## config.mk

```make
export PLATFORM = sky130hd
export DESIGN_NAME = erag_front
export DESIGN_NICKNAME = d
export VERILOG_FILES = /design/src/hw/rtl/embedding_row_address_gen_core_defines.svh /design/src/hw/rtl/erag_pkg.sv /design/src/hw/rtl/erag_front.sv
export SDC_FILE = /design/constraint.sdc
export NUM_CORES = 1
export LEC_CHECK = 0
export BUFFER_PORTS_ARGS = -buffer_cell sky130_fd_sc_hd__buf_2
export CAP_MARGIN = 20
export CORE_ASPECT_RATIO = 0.8
export CORE_MARGIN = 4
export CORE_UTILIZATION = 46
export DETAILED_ROUTE_END_ITERATION = 7
export PLACE_DENSITY_LB_ADDON = 0.05
export SETUP_SLACK_MARGIN = 0.02
export SYNTH_ARGS = -nofsm -noshare
export SYNTH_HDL_FRONTEND = slang
export SYNTH_SLANG_ARGS = --single-unit
```

## constraint.sdc

```tcl
create_clock -name clock -period 3.3 [get_ports clock]
set_input_delay 0 -clock clock [delete_from_list [all_inputs] [get_ports clock]]
set_output_delay 0 -clock clock [all_outputs]
set_load 0.02 [all_outputs]
```

## src/hw/rtl/embedding_row_address_gen_core_defines.svh

```systemverilog
// Assertion helpers used by erag_back; they expect clock and reset in scope.
`ifndef EMBEDDING_ROW_ADDRESS_GEN_CORE_DEFINES_SVH
`define EMBEDDING_ROW_ADDRESS_GEN_CORE_DEFINES_SVH

// Same-cycle implication.
`define ERAG_ASSERT_IMPL(label, ante, cons) \
   label: assert property (@(posedge clock) disable iff (reset) (ante) |-> (cons)) \
      else $error("erag: same-cycle check failed");

// Next-cycle implication.
`define ERAG_ASSERT_NEXT(label, ante, cons) \
   label: assert property (@(posedge clock) disable iff (reset) (ante) |=> (cons)) \
      else $error("erag: next-cycle check failed");

`endif

```

## src/hw/rtl/erag_pkg.sv

```systemverilog
`default_nettype none

package erag_pkg;

   localparam int MAX_TABLES   = 1024;
   localparam int TABLE_AW     = $clog2(MAX_TABLES);
   localparam int QUEUE_DEPTH  = 4;
   localparam int QUEUE_AW     = $clog2(QUEUE_DEPTH);
   localparam int QUEUE_CW     = $clog2(QUEUE_DEPTH + 1);
   localparam int NUM_TABLES_W = 11;
   localparam int EMBED_DIM_W  = 16;
   localparam int CSR_IDX_W    = 1;
   localparam int CSR_DATA_W   = 16;
   localparam int DIV_STEPS    = 32;
   localparam int DIV_CW       = $clog2(DIV_STEPS);

   localparam logic [CSR_IDX_W-1:0] CSR_NUM_TABLES = 1'b0;
   localparam logic [CSR_IDX_W-1:0] CSR_EMBED_DIM  = 1'b1;

   localparam logic [1:0] FUNC_LOAD    = 2'd0;
   localparam logic [1:0] FUNC_LOOKUP  = 2'd1;
   localparam logic [1:0] FUNC_RESTART = 2'd2;

   typedef struct packed {
      logic [1:0]  func;
      logic [9:0]  table_number;
      logic [30:0] position_value;
      logic [31:0] weight_offset;
      logic [30:0] index_value;
   } req_type;

   typedef struct packed {
      logic [32:0] row_index;
      logic [9:0]  table_id;
      logic        miss;
      logic [30:0] out_position;
   } rsp_type;

   // classified command; loads carry the finished row base
   typedef struct packed {
      logic [1:0]  func;
      logic [9:0]  table_number;
      logic [30:0] position_value;
      logic [31:0] row_base;
      logic [30:0] index_value;
   } cmd_type;

   typedef struct packed {
      logic valid;
      logic full;
   } queue_status_type;

   typedef struct packed {
      logic [30:0] start;
      logic [31:0] row_base;
   } entry_type;

   localparam int ENTRY_W = $bits(entry_type);

endpackage

`default_nettype wire

```

## src/hw/rtl/erag_front.sv

```systemverilog
`default_nettype none

module erag_front (
   input  wire logic                                clock,
   input  wire logic                                reset,
   input  wire logic                                start,
   input  wire erag_pkg::req_type                   req_payload,
   output logic                                     busy,
   input  wire logic [erag_pkg::EMBED_DIM_W-1:0]    embed_dim,
   input  wire erag_pkg::queue_status_type          q_status,
   output logic                                     q_push,
   output erag_pkg::cmd_type                        q_push_data
);

   typedef enum logic [1:0] {D_IDLE, D_RUN, D_DONE} state_type;

   state_type                          state_ff, state_in;
   logic [erag_pkg::DIV_CW-1:0]        cnt_ff, cnt_in;
   logic [erag_pkg::EMBED_DIM_W-1:0]   rem_ff, rem_in;
   logic [31:0]                        quo_ff, quo_in;
   logic [erag_pkg::EMBED_DIM_W-1:0]   dvs_ff, dvs_in;
   erag_pkg::cmd_type                  hold_ff, hold_in;

   logic                               accept;
   logic [erag_pkg::EMBED_DIM_W:0]     shifted;
   logic [erag_pkg::EMBED_DIM_W:0]     diff;
   logic                               ge;

   assign busy   = (state_ff != D_IDLE) || q_status.full;
   assign accept = start && !busy;

   // restoring divide, one quotient bit per cycle
   assign shifted = {rem_ff, quo_ff[31]};
   assign diff    = shifted - {1'b0, dvs_ff};
   assign ge      = shifted >= {1'b0, dvs_ff};

   always_comb begin
      state_in    = state_ff;
      cnt_in      = cnt_ff;
      rem_in      = rem_ff;
      quo_in      = quo_ff;
      dvs_in      = dvs_ff;
      hold_in     = hold_ff;
      q_push      = 1'b0;
      q_push_data = '0;
      case (state_ff)
         D_IDLE: begin
            if (accept) begin
               if (req_payload.func == erag_pkg::FUNC_LOAD) begin
                  hold_in.func           = req_payload.func;
                  hold_in.table_number   = req_payload.table_number;
                  hold_in.position_value = req_payload.position_value;
                  hold_in.row_base       = '0;
                  hold_in.index_value    = req_payload.index_value;
                  quo_in   = req_payload.weight_offset;
                  rem_in   = '0;
                  cnt_in   = '0;
                  dvs_in   = (embed_dim == '0) ? erag_pkg::EMBED_DIM_W'(1) : embed_dim;
                  state_in = D_RUN;
               end else if (req_payload.func inside {erag_pkg::FUNC_LOOKUP,
                                                     erag_pkg::FUNC_RESTART}) begin
                  q_push                     = 1'b1;
                  q_push_data.func           = req_payload.func;
                  q_push_data.table_number   = req_payload.table_number;
                  q_push_data.position_value = req_payload.position_value;
                  q_push_data.row_base       = '0;
                  q_push_data.index_value    = req_payload.index_value;
               end
            end
         end
         D_RUN: begin
            rem_in = ge ? diff[erag_pkg::EMBED_DIM_W-1:0]
                        : shifted[erag_pkg::EMBED_DIM_W-1:0];
            quo_in = {quo_ff[30:0], ge};
            cnt_in = cnt_ff + 1'b1;
            if (cnt_ff == erag_pkg::DIV_CW'(erag_pkg::DIV_STEPS - 1)) begin
               state_in = D_DONE;
            end
         end
         D_DONE: begin
            if (!q_status.full) begin
               q_push               = 1'b1;
               q_push_data          = hold_ff;
               q_push_data.row_base = quo_ff;
               state_in             = D_IDLE;
            end
         end
         default: begin
            state_in = D_IDLE;
         end
      endcase
   end

   always_ff @(posedge clock) begin
      cnt_ff  <= cnt_in;
      rem_ff  <= rem_in;
      quo_ff  <= quo_in;
      dvs_ff  <= dvs_in;
      hold_ff <= hold_in;
      if (reset) begin
         state_ff <= D_IDLE;
      end else begin
         state_ff <= state_in;
      end
   end

endmodule

`default_nettype wire

```

==> impl_metrics.ini <==
[setup_path]
path_class = flip-flop to output port
cp-startpoint = state_ff[1]$_SDFFE_PP0P_
cp-end-kind = output port
worstPathArrival_ns = 2.71
rrSetupSlack_ns = 0.62
worstRegToRegCells = 7
crit_required_ns = 3.30
critPathMaxFanout = 72
r2r-start = rem_ff[7]$_SDFFCE_PN0P_
worstSetupStartpointType = flip-flop

[sta]
hold_violations = 0
max_slew.worst_pin.slew_ns = 0.8469
max_freq_mhz = 368.5
finalMaxSlewViolations = 0
fin_crit_ns = 2.714
layout_worst_path_cycle_share_pct = 82.24
setup_viol_count_final = 0
setup_tns_ns = 0
skew_ns = 0.007251
slew_headroom_pct = 43.54
rsz0062_at_grt = false

[grt]
grt_overflow_total = 0
grt_pass1_wl_um = 30930
grt_use_total_pct = 22.17
first_global_vias = 5943
grt_max_degree = 86
antenna_found_initial = 0

[worst_hold_path]
hold_path_class = input port to flip-flop
min_from = start
hold_depth = 5

[power]
p_per_area_nw_per_um2 = 451.8
p_leak_nw = 4.542
p_total_mw = 4.622
vdd_ir_drop_max_mv = 0.4523

[logic_synthesis]
ys_ff_latch = 145
ys_seq_area_share_pct = 61.48
synth-edff-count = 143
netlist_area_sq_um = 7049
synthArstFlopShare_pct = 0
yosys_warnings = 0
syn_inst = 603
synth_ff_type = edfxtp_1
syn_avg_cell_area_sq_um = 11.69
synth_nets = 752
synth_cell_types = 51

[die]
initial_core_util_pct = 46.95
io_pins = 235
die_y_um = 118.7
dieWidth_um = 146.4
die-area_sq_um = 17380
core_area_sq_um = 15010
rows = 40

[route]
drt_iter0_drc = 392
postRouteAntennaNets = 0
routed_wl_um = 19390
detail_route.wl_per_cell_um = 16.98
first_pass_iters = 5
drc = 0
num_vias = 5915
vias_per_cell = 5.180

[finish]
layout_commonest_cell = buf_2
fin_area_sq_um = 10230
mostFrequentLayoutCells = 233 x buf_2, 143 x edfxtp_1, 126 x nand2_1
antennaDiodeCount = 0
nets = 1089
drive_above_1_share_pct = 29.80
syn_to_final_growth_pct = 45.14
instances_no_fill = 1142

[place]
hpwl_um = 11980
io_buffer_count = 233
post-place-cells = 986
place_area_sq_um = 8373
place.gp.congestion = 0.8684

[clock_tree]
post_cts_buffers = 0
ctsLongestPathBuffers = 2
clk_pin_slew_ns = 0.06
cts_made_buffers = 17
root_buffer = clkbuf_16
htree_levels = 4
clk_latency_ns = 0.42
cts_tree = built
cts_sinks = 145
ctsResizeCount = 0

[run_status]
outcome = finished, final reports clean

[flow_run]
cap_violations = 0
[stage by stage]
step                      utilization (%)  worst slack (ns)  hold WS (ns)
after CTS                           68.14            0.5742        0.1061
after global placement              55.77            0.6820        0.1719
final                               68.14            0.5860        0.1172
after detailed placement            55.77            0.6374        0.1850
after floorplan                         -            0.5748       0.06907
after global routing                68.14            0.3836        0.1487
[worst max-delay path: stages (launching register included)]
cell	delay, ns
dfxtp_1	0.35
or3_1	0.41
nor2_1	0.23
nand2_1	0.16
nor2_4	0.10
buf_4	0.59
a22o_1	0.25
buf_2	0.18
[report_power, final]
group	switching (mW)	internal, mW
logic	0.252	0.249
registers	0.0186	2.08
clock network	0.756	1.26
total	1.03	3.60
[registers in the layout, indices dropped and copies added (netlist names)]
name      count
hold_ff      74
quo_ff       32
dvs_ff       16
rem_ff       16
cnt_ff        5
state_ff      2
[cell usage after synthesis (all sizes together), types with 9 or more instances]
cell	instances	area [sq um]
a21oi	25	128.9
nand2	128	483.0
edfxtp	143	4294
xnor2	10	87.58
nand3	9	45.04
inv	22	82.58
a22o	74	648.1
clkbuf	35	131.4
and2	34	212.7
o21ai	13	65.06
nor2	19	73.82
buf	13	66.31
ha	21	262.8
[cells by family after synthesis]
| logic type | share of synthesized area (%) |
|---|---|
| buffers and inverters | 3.976 |
| AO/OA/AOI/OAI | 14.87 |
| flip-flops | 61.48 |
| adder cells (fa/ha/maj) | 4.011 |
| XOR/XNOR | 1.491 |
| AND/OR/NAND/NOR | 14.16 |
[repair_timing]
action                                  CTS  global route
hold buffers                            124             0
hold endpoints to repair                124             0
endpoints found under the setup margin    0             0
[per-layer routing]
metal	wire length, um	GRT usage (%)	part of all wire, %
met5	0	0	0
met4	393	7.932	2.0
met3	1140	5.596	5.9
met2	9643	37.96	50
met1	8216	27.29	42
[final timing paths]
path / endpoint
worst max-delay path: q_push_data[0]
worst min-delay path: state_ff[0]$_SDFFE_PP0P_
worst max register to register: rem_ff[6]$_SDFFCE_PN0P_
worst min register to register: quo_ff[1]$_DFFE_PP_
[cell type report]
class | instances | area, sq um
sequential | 145 | 4334
clock buffer | 18 | 429.2
inverter | 22 | 86.33
tap | 189 | 236.5
fill | 1098 | 4783
timing repair buffer | 366 | 2500
multi-input combinational | 388 | 2457
clock inverter | 14 | 187.7
Note: power is estimated with default switching activity, not from simulation.
