===== src/hw/rtl/embedding_row_address_gen_core_defines.svh =====
// Assertion helpers used by erag_back; they expect clock and reset in scope.
`ifndef EMBEDDING_ROW_ADDRESS_GEN_CORE_DEFINES_SVH
`define EMBEDDING_ROW_ADDRESS_GEN_CORE_DEFINES_SVH

// Same-cycle implication.
`define ERAG_ASSERT_IMPL(label, ante, cons) \
   label: assert property (@(posedge clock) disable iff (reset) (ante) |-> (cons)) \
      else $error("erag: same-cycle check failed");

// Next-cycle implication.
`define ERAG_ASSERT_NEXT(label, ante, cons) \
   label: assert property (@(posedge clock) disable iff (reset) (ante) |=> (cons)) \
      else $error("erag: next-cycle check failed");

`endif


===== src/hw/rtl/erag_pkg.sv =====
`default_nettype none

package erag_pkg;

   localparam int MAX_TABLES   = 1024;
   localparam int TABLE_AW     = $clog2(MAX_TABLES);
   localparam int QUEUE_DEPTH  = 4;
   localparam int QUEUE_AW     = $clog2(QUEUE_DEPTH);
   localparam int QUEUE_CW     = $clog2(QUEUE_DEPTH + 1);
   localparam int NUM_TABLES_W = 11;
   localparam int EMBED_DIM_W  = 16;
   localparam int CSR_IDX_W    = 1;
   localparam int CSR_DATA_W   = 16;
   localparam int DIV_STEPS    = 32;
   localparam int DIV_CW       = $clog2(DIV_STEPS);

   localparam logic [CSR_IDX_W-1:0] CSR_NUM_TABLES = 1'b0;
   localparam logic [CSR_IDX_W-1:0] CSR_EMBED_DIM  = 1'b1;

   localparam logic [1:0] FUNC_LOAD    = 2'd0;
   localparam logic [1:0] FUNC_LOOKUP  = 2'd1;
   localparam logic [1:0] FUNC_RESTART = 2'd2;

   typedef struct packed {
      logic [1:0]  func;
      logic [9:0]  table_number;
      logic [30:0] position_value;
      logic [31:0] weight_offset;
      logic [30:0] index_value;
   } req_type;

   typedef struct packed {
      logic [32:0] row_index;
      logic [9:0]  table_id;
      logic        miss;
      logic [30:0] out_position;
   } rsp_type;

   // classified command; loads carry the finished row base
   typedef struct packed {
      logic [1:0]  func;
      logic [9:0]  table_number;
      logic [30:0] position_value;
      logic [31:0] row_base;
      logic [30:0] index_value;
   } cmd_type;

   typedef struct packed {
      logic valid;
      logic full;
   } queue_status_type;

   typedef struct packed {
      logic [30:0] start;
      logic [31:0] row_base;
   } entry_type;

   localparam int ENTRY_W = $bits(entry_type);

endpackage

`default_nettype wire


===== src/hw/rtl/erag_queue.sv =====
`default_nettype none

module erag_queue (
   input  wire logic                        clock,
   input  wire logic                        reset,
   input  wire logic                        push,
   input  wire erag_pkg::cmd_type           push_data,
   input  wire logic                        pop,
   output erag_pkg::queue_status_type       status,
   output erag_pkg::cmd_type                head
);

   erag_pkg::cmd_type                 slot_ff [erag_pkg::QUEUE_DEPTH];
   logic [erag_pkg::QUEUE_AW-1:0]     wr_ptr_ff, wr_ptr_in;
   logic [erag_pkg::QUEUE_AW-1:0]     rd_ptr_ff, rd_ptr_in;
   logic [erag_pkg::QUEUE_CW-1:0]     count_ff, count_in;
   logic                              do_push;
   logic                              do_pop;

   assign status.valid = (count_ff != '0);
   assign status.full  = (count_ff == erag_pkg::QUEUE_CW'(erag_pkg::QUEUE_DEPTH));
   assign head         = slot_ff[rd_ptr_ff];
   assign do_push      = push && !status.full;
   assign do_pop       = pop && status.valid;

   always_comb begin
      wr_ptr_in = do_push ? wr_ptr_ff + 1'b1 : wr_ptr_ff;
      rd_ptr_in = do_pop ? rd_ptr_ff + 1'b1 : rd_ptr_ff;
      count_in  = count_ff;
      if (do_push && !do_pop) begin
         count_in = count_ff + 1'b1;
      end else if (do_pop && !do_push) begin
         count_in = count_ff - 1'b1;
      end
   end

   always_ff @(posedge clock) begin
      if (do_push) begin
         slot_ff[wr_ptr_ff] <= push_data;
      end
      if (reset) begin
         wr_ptr_ff <= '0;
         rd_ptr_ff <= '0;
         count_ff  <= '0;
      end else begin
         wr_ptr_ff <= wr_ptr_in;
         rd_ptr_ff <= rd_ptr_in;
         count_ff  <= count_in;
      end
   end

endmodule

`default_nettype wire


===== config.mk =====
export PLATFORM = sky130hd
export DESIGN_NAME = erag_queue
export DESIGN_NICKNAME = d
export VERILOG_FILES = /design/src/hw/rtl/embedding_row_address_gen_core_defines.svh /design/src/hw/rtl/erag_pkg.sv /design/src/hw/rtl/erag_queue.sv
export SDC_FILE = /design/constraint.sdc
export NUM_CORES = 1
export LEC_CHECK = 0
export ABC_AREA = 1
export BUFFER_PORTS_ARGS = -buffer_cell sky130_fd_sc_hd__buf_4
export CORE_ASPECT_RATIO = 1.5
export CORE_MARGIN = 2
export CORE_UTILIZATION = 55
export DETAILED_ROUTE_END_ITERATION = 8
export PLACE_DENSITY = 0.82
export SYNTH_ARGS = -nofsm -noshare
export SYNTH_HDL_FRONTEND = slang
export SYNTH_SLANG_ARGS = --single-unit

===== constraint.sdc =====
create_clock -name clock -period 8 [get_ports clock]
set_input_delay 1.6 -clock clock [delete_from_list [all_inputs] [get_ports clock]]
set_output_delay 1.6 -clock clock [all_outputs]
set_load 0.02 [all_outputs]

==> metrics, run 1 <==
die width=about 140 um; Worst path max stage delay=0.84 ns; CP startpoint kind=register; Max-Cap Viols=0; Final TNS setup=0 ns; Yosys warning total=0; initial antenna violation count=2; Core Area=0.0288 mm^2; Worst path most repeated cell=buf_4; Worst slew margin=0.368; path depth of the worst reg2reg path=9; clock sinks=433; worst-margin pin slew=0.947 ns; Mapped Area=0.0162 mm^2; Final Max Slew Viols=0; Final #Nets=1412; H-tree depth=2; ys flop type=edfxtp_1; total track usage=0.214; PortBufs=217; clock-pin slew of the registers on the worst-case setup and hold paths=0.06 ns; die area=slightly above 0.03 mm^2; crit-path leading delay family=buffers and inverters; Ports=218; Max clock buf depth=3; stages on the worst setup path=5; Hold WS=between 0.4 and 0.5 ns; EDFF count, synth=between 400 and 500; largest net degree at the start of global routing=124; GR peak layer=met2; total number of vias=9660; CTS buffer count=39; syn_area_per_cell=14.8 um^2; Worst Clk Skew=slightly below 0.01 ns; number of global-route vias before repair=9763; CTS resizes=0; Inst Count DP=1645; Bufs and invs on worst path=3; Post-DP HPWL=18.6 mm; M2 GR Usage=0.371; Mapped Nets=~1200; hold depth=2; share of cells above drive strength 1=0.220; WS Path Type=reg2out; synth cell count leaders=424 x edfxtp_1, 226 x nor2_1, 132 x o21ai_0; Via density=5.63; Starting Density=0.562; final period utilization=0.609; Hold-fix buffers, CTS=0; area delta synth->final=18.9%; post-route DRC violation count=0; row count=76; crit path max fanout=123; post-synthesis cell type count=21; CTS tree=done; met3 Usage GRT=0.0471; power per cell area=around 330 mW/mm^2; Post-Layout Cell Count=1717; Die Height=214 um; Synth async-reset ratio=0; Synth top area share=0.787; crit end category=primary output; Final Hold Violating Endpoints=0; Synth area leader=edfxtp_1; final setup violation count=0; LEAKAGE=between 6 and 7 nW; routability cong.=0.792; Peak Freq=205 MHz; crit path time final=4.87 ns; total gr overflow=0; drt pass-1 iters=5; top-count cell post-synth=edfxtp_1; status=finished clean; crit path cell chain=inv_6 > buf_4 > o21ai_0 > o22ai_1 > buf_4; Seq/Total Area, Yosys=0.798; clk_lat worst skew=0.52 ns; slowest stage cell on the critical path=buf_4; Avg WL per Cell=19.5 um; #FFs+latches synth=433; initial DRC count=768; global-route wire length before repair=~51 mm; HP Class=reg2reg; VDD IR-drop max=0.321 mV; gate count after technology mapping=1093; CP arrival=3.27 ns; Worst Path Required=6.40 ns; Antenna Nets Post-Route=0; Clock Tree Root=clkbuf_16; WL final=33.6 mm; GRT met1 Usage=0.256; synth top area cells=edfxtp_1 79%, nor2_1 5.2%, o22ai_1 4.1%; Post-CTS Setup Bufs=0; unrepaired setup endpoints after global routing=false
==> cell usage in the layout, fill, tap and decap left out, drive strengths merged <==
cell type / count
edfxtp: 424
buf: 230
nor2: 226
o21ai: 213
o22ai: 106
clkbuf: 48
inv: 18
clkinv: 17
nand2: 15
dfxtp: 9
ha: 5
nand3: 4
a21oi: 3
bufinv: 3
diode: 2
xor2: 1
nand3b: 1
fa: 1
clkinvlp: 1
==> logic make-up after synthesis <==
group | Yosys count | share of synthesized area
buffers and inverters | 85 | 0.0309
adders and majority gates | 6 | 0.00510
AOI/OAI and AO/OA | 322 | 0.108
DFF | 433 | 0.798
and+or+nand+nor | 246 | 0.0576
xor gates and xnor gates | 1 | 0.000541
==> registers in the layout (all words and copies together) (netlist names), named ones only <==
signal     count
count_ff       3
rd_ptr_ff      2
slot_ff      424
wr_ptr_ff      2
==> power by group <==
group          internal (mW)  switching, mW
registers               2.76         0.0866
clock network           1.03          0.752
logic                  0.600           1.14
==> per-stage QoR <==
| step | area (um^2) | setup slack, ns | util | total power, mW |
|---|---|---|---|---|
| floorplan | 16200 | 1.31 | - | 3.99 |
| global placement | 18000 | 3.75 | 0.625 | 4.60 |
| detailed placement | 18000 | 3.66 | 0.625 | 4.64 |
| CTS | 19200 | 3.10 | 0.668 | 6.42 |
| global route | 19200 | 2.92 | 0.668 | 6.64 |
| finish | 19200 | 3.13 | 0.668 | 6.37 |
==> worst min-delay path, stage by stage, from the launching register on <==
cell	delay [ns]
dfxtp_1	0.32
nand2_1	0.08
a21oi_1	0.06
==> layer usage <==
layer | share of wire | vias up
met5 | 0 | -
met4 | 0.035 | 0
met3 | 0.069 | 70
met2 | 0.52 | 357
met1 | 0.37 | 4718
li1 | - | 4515
==> cell type report <==
type	count	area, um^2
flip-flops and latches	433	12900
fillers	1915	9570
multi-input cells	575	2800
repair buffers	230	1730
clock buffers	48	1050
well taps	390	488
clock inverters	22	184
inverters	17	70.1
diodes	2	5.00
==> worst paths after layout <==
check                                   from      endpoint  slack [ns]
worst max register to register   count_ff[1]   count_ff[1]        5.80
worst max-delay path                register     head[102]        3.13
worst min register to register  rd_ptr_ff[0]  rd_ptr_ff[0]        0.50
worst min-delay path            rd_ptr_ff[0]  rd_ptr_ff[0]        0.50
Power figures use the tool's default switching activity.
==> run 2, diff against run 1 <==
--- a/config.mk
+++ b/config.mk
@@ -5,7 +5,7 @@
 export SDC_FILE = /design/constraint.sdc
 export NUM_CORES = 1
 export LEC_CHECK = 0
-export ABC_AREA = 1
+export ABC_AREA = 0
 export BUFFER_PORTS_ARGS = -buffer_cell sky130_fd_sc_hd__buf_4
 export CORE_ASPECT_RATIO = 1.5
 export CORE_MARGIN = 2
==> constraint.sdc (replaced) <==
create_clock -name clock -period 4.7 [get_ports clock]
set_input_delay 0.94 -clock clock [delete_from_list [all_inputs] [get_ports clock]]
set_output_delay 0.94 -clock clock [all_outputs]
set_load 0.02 [all_outputs]
==> run 2 against run 1 <==
  * Die area decreased by 2.6%
  * Non-clock buffer count stayed put
  * Clock power is 74% higher
  * Critical path depth fell by 2
  * Clock skew is essentially flat
  * Synthesized cell count decreased by 45%
  * Sequential share of layout area increased by 0.54 points
  * Final cell count is 29% lower
  * Via count decreased by 27%
  * Critical path type unchanged
==> metrics, run 2 <==
Die Height=211 um (was 214 um); Antenna Nets Post-Route=0 (unchanged); EDFF count, synth=424 (unchanged); most common cell after layout, fill and taps aside=edfxtp_1 (unchanged); fin area=0.0191 mm^2 (was 0.0192 mm^2); Seq/Total Area, Yosys=0.820 (was 0.798); LEAKAGE=6.40 nW (was 6.72 nW); clock sinks=433 (unchanged); Max-Cap Viols=0 (unchanged); final period utilization=0.711; total number of vias=7024 (was 9660); Worst Path Required=3.76 ns (was 6.40 ns); syn_area_per_cell=26.2 um^2 (was 14.8 um^2); total gr overflow=0 (unchanged); final setup violation count=0 (unchanged); total track usage=0.195 (was 0.214); synth cell count leaders=424 x edfxtp_1, 106 x mux4_2, 12 x buf_2 (was 424 x edfxtp_1, 226 x nor2_1, 132 x o21ai_0); Largest Register=slot_ff (unchanged); status=finished clean (unchanged); crit path time final=3.34 ns; power per cell area=562 mW/mm^2 (was 331 mW/mm^2); Core Area=0.0281 mm^2 (was 0.0288 mm^2); initial antenna violation count=2 (unchanged); CTS tree=done (unchanged); H-tree depth=2 (unchanged); WS Path Type=reg2out (unchanged); Final Hold Violating Endpoints=0 (unchanged); drt pass-1 iters=4 (was 5); CP startpoint kind=register (unchanged); Avg WL per Cell=23.7 um (was 19.5 um); post-synthesis cell type count=21 (unchanged); area delta synth->final=21.2% (was 18.9%); routability cong.=0.744 (was 0.792); Mapped Area=0.0157 mm^2 (was 0.0162 mm^2); Final Max Slew Viols=0 (unchanged); crit path max fanout=22 (was 123); worst-margin pin slew=0.872 ns (was 0.947 ns); clk_lat worst skew=0.53 ns (was 0.52 ns); Hold WS=0.531 ns (was 0.499 ns); clock power share=0.291 (was 0.280); share of cells above drive strength 1=0.454 (was 0.220); switching fraction of total power=0.275 (was 0.311); clock-pin slew of the registers on the worst-case setup and hold paths=0.06 ns (about the same); largest net degree at the start of global routing=77 (was 124); row count=75 (was 76); Final TNS setup=0 ns (unchanged); Yosys warning total=0 (unchanged); CP arrival=2.40 ns (was 3.27 ns); Post-DP HPWL=17.4 mm (was 18.6 mm); number of global-route vias before repair=7581 (was 9763); Synth async-reset ratio=0 (unchanged); Via density=5.73 (was 5.63); post-route DRC violation count=0 (unchanged); combinational share of power=0.260 (was 0.273); placed inst area=0.0178 mm^2 (was 0.0180 mm^2); die area=0.0300 mm^2 (was 0.0308 mm^2); Worst Clk Skew=0.00980 ns (was 0.00982 ns); ys flop type=edfxtp_1 (unchanged); synth top area cells=edfxtp_1 81%, mux4_2 15%, dfxtp_1 1.1% (was edfxtp_1 79%, nor2_1 5.2%, o22ai_1 4.1%); Peak Freq=between 200 and 300 MHz; max FFs per register=424 (unchanged); Mapped Nets=718 (was 1209); fill count=1650 (was 1915); global-route wire length before repair=43.2 mm (was 50.5 mm); Synth top area share=0.809 (was 0.787); Hold-fix buffers, CTS=0 (unchanged); CTS buffer count=39 (unchanged); Post-CTS Setup Bufs=0 (unchanged); dpl ws=1.62 ns (was 3.66 ns); PnR worst setup slack=1.36 ns (was 3.13 ns); Max clock buf depth=3 (unchanged); WL final=29.0 mm (was 33.6 mm); #FFs+latches synth=433 (unchanged); gate count after technology mapping=602 (was 1093); most frequent cells in the layout=424 x edfxtp_1, 225 x buf_4, 106 x mux4_2 (was 424 x edfxtp_1, 230 x buf_4, 222 x nor2_1); die width=142 um (was 144 um); unrepaired setup endpoints after global routing=false (unchanged); Worst slew margin=0.419 (was 0.368); Power Internal=7.78 mW (was 4.39 mW); Ports=218 (unchanged); Final #Nets=964 (was 1412); PortBufs=217 (unchanged); sequential power share=0.449 (was 0.446); Clock Tree Root=clkbuf_16 (unchanged); crit end category=primary output (unchanged); Largest regs=slot_ff: 424 flops, count_ff: 3 flops (unchanged); Switch Pwr=2.95 mW (was 1.98 mW); top-count cell post-synth=edfxtp_1 (unchanged); HP Class=reg2reg (unchanged); VDD IR-drop max=0.379 mV (was 0.321 mV); Starting Density=0.561 (was 0.562); CTS resizes=0 (unchanged); Synth area leader=edfxtp_1 (unchanged); initial DRC count=439 (was 768)
run 2: power groups by stage:
| stage | Clock (mW) | Sequential, mW | Combinational, mW |
|---|---|---|---|
| 2_1_floorplan | 0 | 4.81 | 1.87 |
| 3_5_place_dp | 0 | 4.91 | 2.84 |
| 5_1_grt | 3.31 | 4.86 | 2.96 |
| 3_3_place_gp | 0 | 4.88 | 2.81 |
| 4_1_cts | 3.19 | 4.83 | 2.86 |
| 6_report | 3.12 | 4.82 | 2.80 |
run 2: worst max-delay path: stages, from the launching register on:
cell	delay [ns]
dfxtp_4	0.63
buf_4	0.46
mux4_2	0.58
buf_4	0.18
run 2: path summary, 6_finish.rpt:
kind,startpoint,end,slack [ns],depth (start not counted)
max reg2reg,count_ff[0],slot_ff[1][96],2.16,4
min,count_ff[2],count_ff[2],0.53,2
max,register,head[59],1.36,3
min reg2reg,count_ff[2],count_ff[2],0.53,2
run 2: layer usage:
layer / global-route usage / part of all wire / vias to the layer above
met2: 0.342 / 0.54 / 235
met1: 0.237 / 0.36 / 3659
met3: 0.0506 / 0.067 / 53
li1: - / - / 3077
met4: 0.0672 / 0.028 / 0
met5: 0 / 0 / -
run 2: cell families after synthesis:
group | Yosys count | synth area share
flip-flops | 433 | 0.820
multiplexers | 108 | 0.153
buffers and inverters | 29 | 0.0119
AND/OR/NAND/NOR | 16 | 0.00548
AO/OA/AOI/OAI | 6 | 0.00230
adder cells (fa/ha/maj) | 6 | 0.00524
XOR/XNOR | 4 | 0.00222
run 2: cell type report:
class / instances / area [um^2] / share of cell area
Timing Repair Buffer: 230 / 1790 / 0.0937
Inverter: 4 / 15.0 / 0.000786
Clock inverter: 20 / 188 / 0.00983
Multi-Input combinational cell: 140 / 2660 / 0.139
Tap cell: 346 / 433 / 0.0227
Clock buffer: 51 / 1080 / 0.0568
Sequential cell: 433 / 12900 / 0.677
Antenna cell: 2 / 5.00 / 0.000262
run 2: metrics by stage:
| step | power [mW] | instances | util |
|---|---|---|---|
| 2_1_floorplan | 6.69 | 602 | - |
| 3_3_place_gp | 7.70 | 1153 | 0.635 |
| 3_5_place_dp | 7.75 | 1153 | 0.635 |
| 4_1_cts | 10.9 | 1224 | 0.680 |
| 5_1_grt | 11.1 | 1224 | 0.680 |
| 6_report | 10.7 | 1226 | 0.680 |
==> run 3, diff against run 2 <==
--- a/config.mk
+++ b/config.mk
@@ -5,7 +5,7 @@
 export SDC_FILE = /design/constraint.sdc
 export NUM_CORES = 1
 export LEC_CHECK = 0
-export ABC_AREA = 0
+export ABC_AREA = 1
 export BUFFER_PORTS_ARGS = -buffer_cell sky130_fd_sc_hd__buf_4
 export CORE_ASPECT_RATIO = 1.5
 export CORE_MARGIN = 2
==> constraint.sdc (replaced) <==
create_clock -name clock -period 3.1 [get_ports clock]
set_input_delay 0.62 -clock clock [delete_from_list [all_inputs] [get_ports clock]]
set_output_delay 0.62 -clock clock [all_outputs]
set_load 0.02 [all_outputs]
==> run 3 against run 2 <==
  * Sequential share of layout area fell by 1.1 points
  * Die area rose by 2.7%
  * Non-clock buffer count rose by 5
  * Routed wire length rose by 18%
  * Clock power rose by 44%
  * Final cell count rose by 40%
  * Clock skew rose by 0.00073 ns
==> metrics, run 3 (synthesis gave the netlist of run 1 again) <==
global-route wire length before repair=52.2 mm (was 43.2 mm); Starting Density=0.562 (was 0.561); power per cell area=850 mW/mm^2 (was 562 mW/mm^2); FF+latch area=0.0129 mm^2 (unchanged); row count=76 (was 75); share of cells above drive strength 1=0.222 (was 0.454); unrepaired setup endpoints after global routing=false (unchanged); post-route DRC violation count=0 (unchanged); clock sinks=433 (unchanged); crit path time final=a little under 3 ns; die width=144 um (was 142 um); initial antenna violation count=2 (unchanged); worst-margin pin slew=0.522 ns (was 0.872 ns); final core utilization=0.674 (was 0.680); HP Class=in2reg (was reg2reg); dpl ws=0.759 ns (was 1.62 ns); Worst Clk Skew=0.0105 ns (was 0.00980 ns); total gr overflow=0 (unchanged); Clock Tree Root=clkbuf_16 (unchanged); die area=0.0308 mm^2 (was 0.0300 mm^2); Largest Register=slot_ff (unchanged); routability cong.=0.743 (was 0.744); Antenna Nets Post-Route=0 (unchanged); status=finished clean (unchanged); drt pass-1 iters=7 (was 4); Post-DP HPWL=19.2 mm (was 17.4 mm); placed inst area=0.0182 mm^2 (was 0.0178 mm^2); crit path max fanout=115 (was 22); CTS tree=done (unchanged); final setup violation count=0 (unchanged); CTS buffer count=39 (unchanged); PnR worst setup slack=0.173 ns (was 1.36 ns); Peak Freq=between 300 and 400 MHz; CP arrival=2.31 ns (was 2.40 ns); WS Path Type=reg2out (unchanged); most common cell after layout, fill and taps aside=edfxtp_1 (unchanged); Max clock buf depth=3 (unchanged); Worst Path Required=2.48 ns (was 3.76 ns); Post-CTS Setup Bufs=0 (unchanged); Largest regs=slot_ff: 424 flops, count_ff: 3 flops (unchanged); CP startpoint kind=register (unchanged); Core Area=0.0288 mm^2 (was 0.0281 mm^2); Die Height=214 um (was 211 um); clk_lat worst skew=0.53 ns (about the same); Via density=5.73 (about the same); Avg WL per Cell=20.0 um (was 23.7 um); total track usage=0.220 (was 0.195); fin area=0.0194 mm^2 (was 0.0191 mm^2); initial DRC count=844 (was 439); VDD IR-drop max=0.865 mV (was 0.379 mV); largest net degree at the start of global routing=116 (was 77); Final Max Slew Viols=0 (unchanged); Max-Cap Viols=0 (unchanged); H-tree depth=2 (unchanged); PortBufs=217 (unchanged); total number of vias=9845 (was 7024); crit end category=primary output (unchanged); LEAKAGE=6.77 nW (was 6.40 nW); Hold-fix buffers, CTS=0 (unchanged); area of the multi-input gates=0.00280 mm^2 (was 0.00266 mm^2); Final #Nets=1417 (was 964); Worst slew margin=0.652 (was 0.419); hold depth=2 (unchanged); most frequent cells in the layout=424 x edfxtp_1, 222 x nor2_1, 219 x buf_4 (was 424 x edfxtp_1, 225 x buf_4, 106 x mux4_2); WL final=34.3 mm (was 29.0 mm); number of global-route vias before repair=9998 (was 7581); RR Endpoint=count_ff[1] (was slot_ff[1][96]); Ports=218 (unchanged); r2r setup slk=0.97 ns (was 2.16 ns); fill count=1918 (was 1650); Final Hold Violating Endpoints=0 (unchanged); area delta synth->final=20.0% (was 21.2%); clock-pin slew of the registers on the worst-case setup and hold paths=0.06 ns (about the same); final period utilization=0.944; max FFs per register=424 (unchanged); path depth of the worst reg2reg path=9 (was 4); Min-Delay Startpoint=reset (was count_ff[2]); Critical R2R Launch=count_ff[0] (unchanged); CTS resizes=0 (unchanged)
run 3: changes by cell type in the layout (fill, tap and decap cells not counted), moves of 15 or more:
cell / change
mux4_2: -106
nand2_1: +15
nor2_1: +216
o21ai_0: +130
o21ai_1: +81
o22ai_1: +106
run 3: area by class of cell:
cell class,instances,area share
flip-flops and latches,433,0.665
inverters,17,0.00354
well taps,390,0.0251
clock inverters,19,0.00844
diodes,1,0.000129
multi-input cells,575,0.144
clock buffers,49,0.0522
repair buffers,235,0.101
run 3: worst max-delay path: stages, from the launching register on:
cell and delay (ns):
dfxtp_4 0.38, buf_12 0.41, buf_12 0.30, o21ai_0 0.13, o22ai_1 0.29, buf_4 0.20
run 3: how the worst max path moves through the flow:
stage | startpoint | to | slack [ns] | cells after the start
6_report | register | head[13] | 0.17 | 5
3_5_place_dp | register | head[13] | 0.76 | 5
2_1_floorplan | push | slot_ff[0][0] | -0.87 | 2
4_1_cts | register | head[13] | 0.17 | 5
3_3_place_gp | register | head[13] | 0.76 | 5
5_1_grt | register | head[13] | 0.06 | 5
run 3: stage by stage:
step / hold WS (ns) / setup TNS, ns / power [mW] / cells
finish: 0.283 / 0 / 16.5 / 1719
global placement: 0.471 / 0 / 12.0 / 1650
detailed placement: 0.494 / 0 / 12.2 / 1650
CTS: 0.257 / 0 / 16.6 / 1718
global route: 0.261 / 0 / 17.2 / 1719
floorplan: 0.459 / -369.10 / 10.3 / 1093
run 3: metal layers:
metal / wire (um) / up-vias / GRT usage
met5: 13 / - / 0
met4: 1130 / 2 / 0.0889
met3: 2370 / 74 / 0.0456
met2: 17900 / 396 / 0.386
met1: 12900 / 4840 / 0.262
li1: - / 4533 / -
run 3: where the power goes:
part	internal [mW]	switching, mW
Combinational	1.68	3.08
Clock	2.50	1.98
Sequential	7.11	0.169
